`config.mk`:
```
export PLATFORM = sky130hd
export DESIGN_NAME = hrrn_scheduler_core
export DESIGN_NICKNAME = d
export VERILOG_FILES = /design/src/rtl/hrrn_pkg.sv /design/src/rtl/hrrn_ram.sv /design/src/rtl/hrrn_mul.sv /design/src/rtl/hrrn_scheduler_core.sv
export SDC_FILE = /design/constraint.sdc
export NUM_CORES = 2
export LEC_CHECK = 0
export ABC_CLOCK_PERIOD_IN_PS = 18200
export BUFFER_PORTS_ARGS = -buffer_cell sky130_fd_sc_hd__buf_2
export CORE_MARGIN = 4
export CORE_UTILIZATION = 40
export DETAILED_ROUTE_END_ITERATION = 8
export HOLD_SLACK_MARGIN = 0.15
export PLACE_DENSITY_LB_ADDON = 0.3
export SYNTH_ARGS = -nofsm -noshare
export SYNTH_HDL_FRONTEND = slang
export SYNTH_SLANG_ARGS = --single-unit
```
`constraint.sdc`:
```
create_clock -name clk -period 18.2 [get_ports clk]
set_clock_uncertainty 0.15 [all_clocks]
set_input_delay 2.73 -clock clk [delete_from_list [all_inputs] [get_ports clk]]
set_output_delay 2.73 -clock clk [all_outputs]
set_load 0.05 [all_outputs]
```
`src/rtl/hrrn_pkg.sv`:
```
// Shared types and constants for the HRRN scheduler core.
// No dependencies; imported by hrrn_mul and hrrn_scheduler_core.
package hrrn_pkg;

  localparam int TIME_W = 16;               // arrival and burst fields
  localparam int TICK_W = 23;               // scheduler clock, completion tick
  localparam int SPAN_W = 22;               // turnaround and waiting time
  localparam int ID_W   = 7;                // reported job number
  localparam int PROD_W = TICK_W + TIME_W;  // ratio cross product

  typedef enum logic [2:0] {
    ST_IDLE,
    ST_READ,
    ST_EVAL,
    ST_MUL2,
    ST_CMP,
    ST_DECIDE,
    ST_OUT
  } state_t;

  // operands for the shared cross-multiplier
  typedef struct packed {
    logic [TICK_W-1:0] ratio;
    logic [TIME_W-1:0] burst;
  } mul_op_t;

endpackage

```
`src/rtl/hrrn_ram.sv`:
```
// Generic single-port-write, single-port-read RAM with registered read data.
// No dependencies.
module hrrn_ram #(
  parameter int WIDTH = 32,
  parameter int DEPTH = 16
) (
  input  logic                                   clk,
  input  logic                                   we,
  input  logic [(DEPTH > 1 ? $clog2(DEPTH) : 1)-1:0] waddr,
  input  logic [WIDTH-1:0]                       wdata,
  input  logic [(DEPTH > 1 ? $clog2(DEPTH) : 1)-1:0] raddr,
  output logic [WIDTH-1:0]                       rdata
);

  logic [WIDTH-1:0] mem [DEPTH];

  always_ff @(posedge clk) begin
    if (we) begin
      mem[waddr] <= wdata;
    end
    rdata <= mem[raddr];
  end

endmodule

```
`src/rtl/hrrn_mul.sv`:
```
// Shared cross-multiplier for response-ratio compares, registered output.
// Depends on hrrn_pkg.
module hrrn_mul
  import hrrn_pkg::*;
(
  input  logic              clk,
  input  mul_op_t           op,
  output logic [PROD_W-1:0] prod
);

  always_ff @(posedge clk) begin
    prod <= PROD_W'(op.ratio) * PROD_W'(op.burst);
  end

endmodule

```
`src/rtl/hrrn_scheduler_core.sv`:
```
// HRRN scheduler core: loads jobs one per cycle while idle, then emits them in run order.
// Load: one transaction per cycle; after the job marked last, in_stall stays high
// until the set's final result transaction. Each result reads and evaluates every
// stored entry (a compare on the shared multiplier adds the MUL2 and CMP states), then
// decides and outputs, after a jump to the next arrival if none has arrived.
// Reset (rst, synchronous) empties the job set and clears all control state.
module hrrn_scheduler_core
  import hrrn_pkg::*;
#(
  parameter int MAX_PROCS = 16
) (
  input  logic              clk,
  input  logic              rst,
  // job load channel
  input  logic              in_valid,
  output logic              in_stall,
  input  logic [TIME_W-1:0] job_arrival,
  input  logic [TIME_W-1:0] job_burst,
  input  logic              last_job,
  // schedule result channel
  output logic              out_valid,
  input  logic              out_stall,
  output logic [ID_W-1:0]   job_id,
  output logic [TICK_W-1:0] finish_tick,
  output logic [SPAN_W-1:0] turnaround,
  output logic [SPAN_W-1:0] wait_ticks,
  output logic              last_result
);

  localparam int IW = (MAX_PROCS > 1) ? $clog2(MAX_PROCS) : 1;  // entry index
  localparam int CW = $clog2(MAX_PROCS + 1);                    // job count

  state_t state, state_next;

  // control state
  logic [CW-1:0]        count, count_next;      // jobs stored
  logic [CW-1:0]        emitted, emitted_next;  // jobs scheduled so far
  logic [MAX_PROCS-1:0] done, done_next;
  logic [TICK_W-1:0]    now, now_next;
  logic [IW-1:0]        idx, idx_next;          // scan pointer, also RAM read address
  logic                 have_best, have_best_next;
  logic                 min_seen, min_seen_next;

  // scan payload
  logic [TIME_W-1:0]    best_arr, best_arr_next;
  logic [TIME_W-1:0]    best_bur, best_bur_next;
  logic [IW-1:0]        best_id, best_id_next;
  logic [TIME_W-1:0]    min_arr, min_arr_next;
  logic [PROD_W-1:0]    prod_a, prod_a_next;

  // result registers
  logic [ID_W-1:0]      job_id_next;
  logic [TICK_W-1:0]    finish_tick_next;
  logic [SPAN_W-1:0]    turnaround_next, wait_ticks_next;
  logic                 last_result_next;

  // job store: {arrival, burst} per entry
  logic                 st_we;
  logic [2*TIME_W-1:0]  st_wdata, st_rdata;
  logic [TIME_W-1:0]    cur_arr, cur_bur, load_bur;

  // compare path
  mul_op_t              mul_op;
  logic [PROD_W-1:0]    prod;
  logic [TICK_W-1:0]    ratio_cur, ratio_best, fin;
  logic                 cur_ready, cur_wins, last_idx, accept;

  assign accept   = in_valid && !in_stall;
  assign load_bur = (job_burst == '0) ? TIME_W'(1) : job_burst;  // zero burst runs as one
  assign st_we    = accept && (count < CW'(MAX_PROCS));         // full store drops the job
  assign st_wdata = {job_arrival, load_bur};

  hrrn_ram #(
    .WIDTH (2 * TIME_W),
    .DEPTH (MAX_PROCS)
  ) u_store (
    .clk   (clk),
    .we    (st_we),
    .waddr (count[IW-1:0]),
    .wdata (st_wdata),
    .raddr (idx),
    .rdata (st_rdata)
  );

  assign cur_arr = st_rdata[2*TIME_W-1:TIME_W];
  assign cur_bur = st_rdata[TIME_W-1:0];

  // response ratio numerators: wait + burst
  assign ratio_cur  = now - TICK_W'(cur_arr) + TICK_W'(cur_bur);
  assign ratio_best = now - TICK_W'(best_arr) + TICK_W'(best_bur);

  // first pass: ratio_cur * best_bur, second pass: ratio_best * cur_bur
  assign mul_op.ratio = (state == ST_MUL2) ? ratio_best : ratio_cur;
  assign mul_op.burst = (state == ST_MUL2) ? cur_bur : best_bur;

  hrrn_mul u_mul (
    .clk  (clk),
    .op   (mul_op),
    .prod (prod)
  );

  assign cur_ready = !done[idx] && (TICK_W'(cur_arr) <= now);
  // strict win on ratio, then earlier arrival; equal arrival keeps the earlier entry
  assign cur_wins  = (prod_a > prod) || ((prod_a == prod) && (cur_arr < best_arr));
  assign last_idx  = (CW'(idx) + CW'(1)) == count;
  assign fin       = now + TICK_W'(best_bur);

  assign in_stall  = (state != ST_IDLE);
  assign out_valid = (state == ST_OUT);

  always_ff @(posedge clk) begin
    if (rst) begin
      state <= ST_IDLE;
    end else begin
      state <= state_next;
    end
  end

  always_ff @(posedge clk) begin
    if (rst) begin
      count     <= '0;
      emitted   <= '0;
      done      <= '0;
      now       <= '0;
      idx       <= '0;
      have_best <= 1'b0;
      min_seen  <= 1'b0;
    end else begin
      count     <= count_next;
      emitted   <= emitted_next;
      done      <= done_next;
      now       <= now_next;
      idx       <= idx_next;
      have_best <= have_best_next;
      min_seen  <= min_seen_next;
    end
  end

  always_ff @(posedge clk) begin
    best_arr    <= best_arr_next;
    best_bur    <= best_bur_next;
    best_id     <= best_id_next;
    min_arr     <= min_arr_next;
    prod_a      <= prod_a_next;
    job_id      <= job_id_next;
    finish_tick <= finish_tick_next;
    turnaround  <= turnaround_next;
    wait_ticks  <= wait_ticks_next;
    last_result <= last_result_next;
  end

  always_comb begin
    state_next       = state;
    count_next       = count;
    emitted_next     = emitted;
    done_next        = done;
    now_next         = now;
    idx_next         = idx;
    have_best_next   = have_best;
    min_seen_next    = min_seen;
    best_arr_next    = best_arr;
    best_bur_next    = best_bur;
    best_id_next     = best_id;
    min_arr_next     = min_arr;
    prod_a_next      = prod_a;
    job_id_next      = job_id;
    finish_tick_next = finish_tick;
    turnaround_next  = turnaround;
    wait_ticks_next  = wait_ticks;
    last_result_next = last_result;

    case (state)
      ST_IDLE: begin
        if (accept) begin
          if (st_we) begin
            count_next = count + CW'(1);
          end
          if (last_job) begin
            idx_next       = '0;
            have_best_next = 1'b0;
            min_seen_next  = 1'b0;
            state_next     = ST_READ;
          end
        end
      end

      ST_READ: begin
        // RAM read of entry idx lands next cycle
        state_next = ST_EVAL;
      end

      ST_EVAL: begin
        if (!done[idx] && (!min_seen || cur_arr < min_arr)) begin
          min_arr_next  = cur_arr;
          min_seen_next = 1'b1;
        end
        if (cur_ready && have_best) begin
          state_next = ST_MUL2;   // first product launched this cycle
        end else begin
          if (cur_ready) begin
            best_arr_next  = cur_arr;
            best_bur_next  = cur_bur;
            best_id_next   = idx;
            have_best_next = 1'b1;
          end
          if (last_idx) begin
            state_next = ST_DECIDE;
          end else begin
            idx_next   = idx + IW'(1);
            state_next = ST_READ;
          end
        end
      end

      ST_MUL2: begin
        prod_a_next = prod;
        state_next  = ST_CMP;
      end

      ST_CMP: begin
        if (cur_wins) begin
          best_arr_next = cur_arr;
          best_bur_next = cur_bur;
          best_id_next  = idx;
        end
        if (last_idx) begin
          state_next = ST_DECIDE;
        end else begin
          idx_next   = idx + IW'(1);
          state_next = ST_READ;
        end
      end

      ST_DECIDE: begin
        if (have_best) begin
          done_next[best_id] = 1'b1;
          now_next           = fin;
          emitted_next       = emitted + CW'(1);
          job_id_next        = ID_W'(best_id) + ID_W'(1);
          finish_tick_next   = fin;
          turnaround_next    = SPAN_W'(fin - TICK_W'(best_arr));
          wait_ticks_next    = SPAN_W'(now - TICK_W'(best_arr));
          last_result_next   = (emitted + CW'(1)) == count;
          state_next         = ST_OUT;
        end else begin
          // nothing has arrived: jump to the earliest pending arrival and rescan
          now_next       = TICK_W'(min_arr);
          idx_next       = '0;
          min_seen_next  = 1'b0;
          state_next     = ST_READ;
        end
      end

      ST_OUT: begin
        if (!out_stall) begin
          idx_next       = '0;
          have_best_next = 1'b0;
          min_seen_next  = 1'b0;
          if (last_result) begin
            count_next   = '0;
            emitted_next = '0;
            done_next    = '0;
            now_next     = '0;
            state_next   = ST_IDLE;
          end else begin
            state_next   = ST_READ;
          end
        end
      end

      default: begin
        state_next = ST_IDLE;
      end
    endcase
  end

`ifndef SYNTHESIS
  // loading and emitting never overlap
  a_no_overlap: assert property (@(posedge clk) disable iff (rst)
    !(out_valid && !in_stall))
    else $error("load and result channels active together");

  // never more jobs retired than stored
  a_done_bound: assert property (@(posedge clk) disable iff (rst)
    ($countones(done) <= int'(count)) && (emitted <= count))
    else $error("retired jobs exceed stored jobs");

  // final result of a set leaves the block empty
  a_set_clear: assert property (@(posedge clk) disable iff (rst)
    (out_valid && !out_stall && last_result) |=>
      (count == '0) && (done == '0) && (now == '0) && !in_stall)
    else $error("set not cleared after last result");

  // scan pointer stays inside the stored jobs
  a_idx_range: assert property (@(posedge clk) disable iff (rst)
    (state == ST_EVAL || state == ST_CMP) |-> (CW'(idx) < count))
    else $error("scan index beyond job count");
`endif

endmodule
```
==> impl_metrics.yaml <==
critical_path:
  cp-end-kind: "register"
  critical_path_class: "register to register"
  crit_path_max_incr_delay_ns: 0.83
  critPathSlowestCell: "a21oi_1"
  crit_buf_inv: 4
  startpoint_type: "register"
  crit_path_frequent_cell: "fa_1"
  critPathArrivalTime_ns: 11.71
  critPathTopFamily: "compound AO/OA/AOI/OAI gates"
  cp.required_ns: 18.58
  critPathMaxFanout: 9
finish:
  num-nets-final: 4600
  areaGrowthSynthToFinish_pct: 11.4
  regArea_um2: 22900
  num-fill-cells: 10800
  drive_above_1_share: 0.132
  multi_input_area_um2: 23100
routing:
  drt_iter0_drc: 2740
  firstDrtPassIters: 6
  drt.antenna.violating_nets: 0
  routedWlPerCell_um: 22.9
  vias_per_cell: 5.48
  wirelength_mm: 129
  vias: 30800
  drc: 0
synth:
  async_flop_share: 0
  synthTopCellsByCount: "edfxtp_1 (676), inv_1 (519), nand2_1 (331)"
  synth-compound-area-share: 0.0778
  syn_inst: 3826
  synth_area_um2: 48300
  synth_ff_type: "edfxtp_1"
  synth_edf_count: 676
  synth_top_area_share: 0.420
  synth_top_family_by_area: "adder cells"
  ys_seq_elements: 805
  yosysWarnings: 0
  synthAdderAreaFrac: 0.209
  synth_xor_xnor_area_share: 0.0241
  synth_mux_area_frac: 0.0814
  synth_most_common_cell: "edfxtp_1"
  synth_simple_gate_area_frac: 0.0818
  yosysTopAreaCell: "edfxtp_1"
  ys_types: 94
  yosys-top-cells-area: "edfxtp_1 (42%), fa_1 (13%), ha_1 (8.0%), mux4_2 (7.7%), dfxtp_1 (5.3%)"
  syn_avg_cell_area_um2: 12.6
  synth_seq_area_share: 0.474
sta:
  setup_violations: 0
  fmax_mhz: 88.2
  slew_viol_final: 0
  min_period_ns: 11.34
  rsz0062_at_grt: "false"
  period_share: 0.623
  tns_ns: 0
  tightest_slew_ns: 1.20
  slew_headroom: 0.192
  hold_viol: 0
  worst_slack_ns: 6.86
global_routing:
  grt_pass1_vias: 31500
  grt_usage: 0.207
  grt_pass1_wl_mm: 197
  antenna_found_initial: 9
  grt_overflow: 0
  grt_max_degree: 65
clock_tree:
  cts-root-buf: "clkbuf_16"
  ctsHoldBuffers: 0
  clk_latency_ns: 0.67
  path_clk_slew_ns: 0.07
  cts_setup_buffers: 0
  cts_tree: "built"
  clock_path_buffers: 3
  cts_max_level: 3
  cts_resized: 0
  cts_inserted_buffers: 85
  clkSinkCount: 805
place:
  pre_cts_slack_ns: 7.10
  io_buffers: 111
  post-dp-hpwl_mm: 89.7
  globalplace.congestion: 0.943
floorplanning:
  die_w_um: 356
  ios: 114
  die_height_um: 356
  core-area_um2: 120000
  die-area_um2: 126000
  start_util: 0.403
  rows: 127
hold_path:
  holdCritPathClass: "register to register"
flow_run:
  cap_viol_max_count: 0
outcome:
  outcome: "finished, final reports clean"
==> cell families after synthesis <==
logic type               after synthesis
XOR/XNOR                             132
adder cells (fa/ha/maj)              619
AND/OR/NAND/NOR                      862
AO/OA/AOI/OAI                        560
flip-flops                           805
multiplexers                         186
other                                  1
buffers and inverters                661
==> flip-flops by register name, summed over array words and instances, names as in the netlist <==
register       count
last_result        1
have_best          1
u_store.rdata     32
done              16
u_store.mem      512
best_arr          16
emitted            5
turnaround        22
job_id             5
best_id            4
wait_ticks        22
best_bur          16
idx                4
now               23
count              5
u_mul.prod        39
prod_a            39
finish_tick       23
min_arr           16
min_seen           1
state              3
==> final cells by class <==
type	instances	share of cell area
multi-input cells	2361	0.429
inverters	520	0.0363
diodes	2	0.0000930
clock inverters	48	0.0103
flip-flops and latches	805	0.425
well taps	1612	0.0375
clock buffers	109	0.0430
repair buffers	171	0.0187
==> layout by cell type (no fill, tap or decap), drive strengths merged, types with 8 or more instances in the layout <==
cell type	synthesis	final
edfxtp	676	676
inv	519	527
nand2	331	331
fa	312	312
ha	307	307
nor2	226	226
buf	28	171
a21oi	170	170
mux4	165	165
dfxtp	129	129
clkbuf	113	109
xnor2	92	92
o21ai	91	91
and2	79	79
a21o	66	66
nor3	43	43
xor2	40	40
nand3	38	38
nor2b	38	38
o21a	31	31
clkinv	1	29
a31oi	25	25
nand4	25	25
a211oi	19	19
and3	18	18
a22oi	18	18
nand2b	18	18
o31ai	17	17
mux2i	16	16
o21bai	14	14
o211ai	12	12
or3	11	11
nor4	11	11
a32o	10	10
o22ai	9	9
bufinv	0	8
==> metal layers <==
layer	vias up	global-route usage	share of wire
met5	-	0	0.00018
met1	15700	0.285	0.42
met2	1162	0.328	0.46
met3	263	0.0330	0.072
li1	13700	-	-
met4	6	0.0814	0.043
==> worst reg2reg max path: cells and delay by family (launching register included) <==
family | cells | cell delay, ns
AO/OA/AOI/OAI | 15 | 4.66
adder cells (fa/ha/maj) | 9 | 3.95
AND/OR/NAND/NOR | 7 | 1.23
XOR/XNOR | 3 | 0.50
flip-flops | 1 | 0.36
buffers and inverters | 4 | 0.34
==> final timing paths <==
kind                                startpoint        endpoint  slack (ns)  depth (start not counted)
worst max-delay path               best_arr[1]  u_mul.prod[38]        6.86                         38
worst min-delay path            u_mul.prod[33]      prod_a[33]        0.28                          0
worst max register to register     best_arr[1]  u_mul.prod[38]        6.86                         38
worst min register to register  u_mul.prod[33]      prod_a[33]        0.28                          0
==> metrics by stage <==
step                hold WS (ns)   util  cell area, µm²  std cells
finish                     0.279  0.448           53800       5628
global route               0.286  0.448           53800       5627
CTS                        0.281  0.448           53800       5626
detailed placement         0.267  0.425           50900       5469
global placement           0.263  0.425           50900       5469
floorplan                  0.258      -           48300       3827
Power is left out: the tool's default activity adds up to more than one toggle a clock period on the data nets, which glitch-free logic cannot reach.
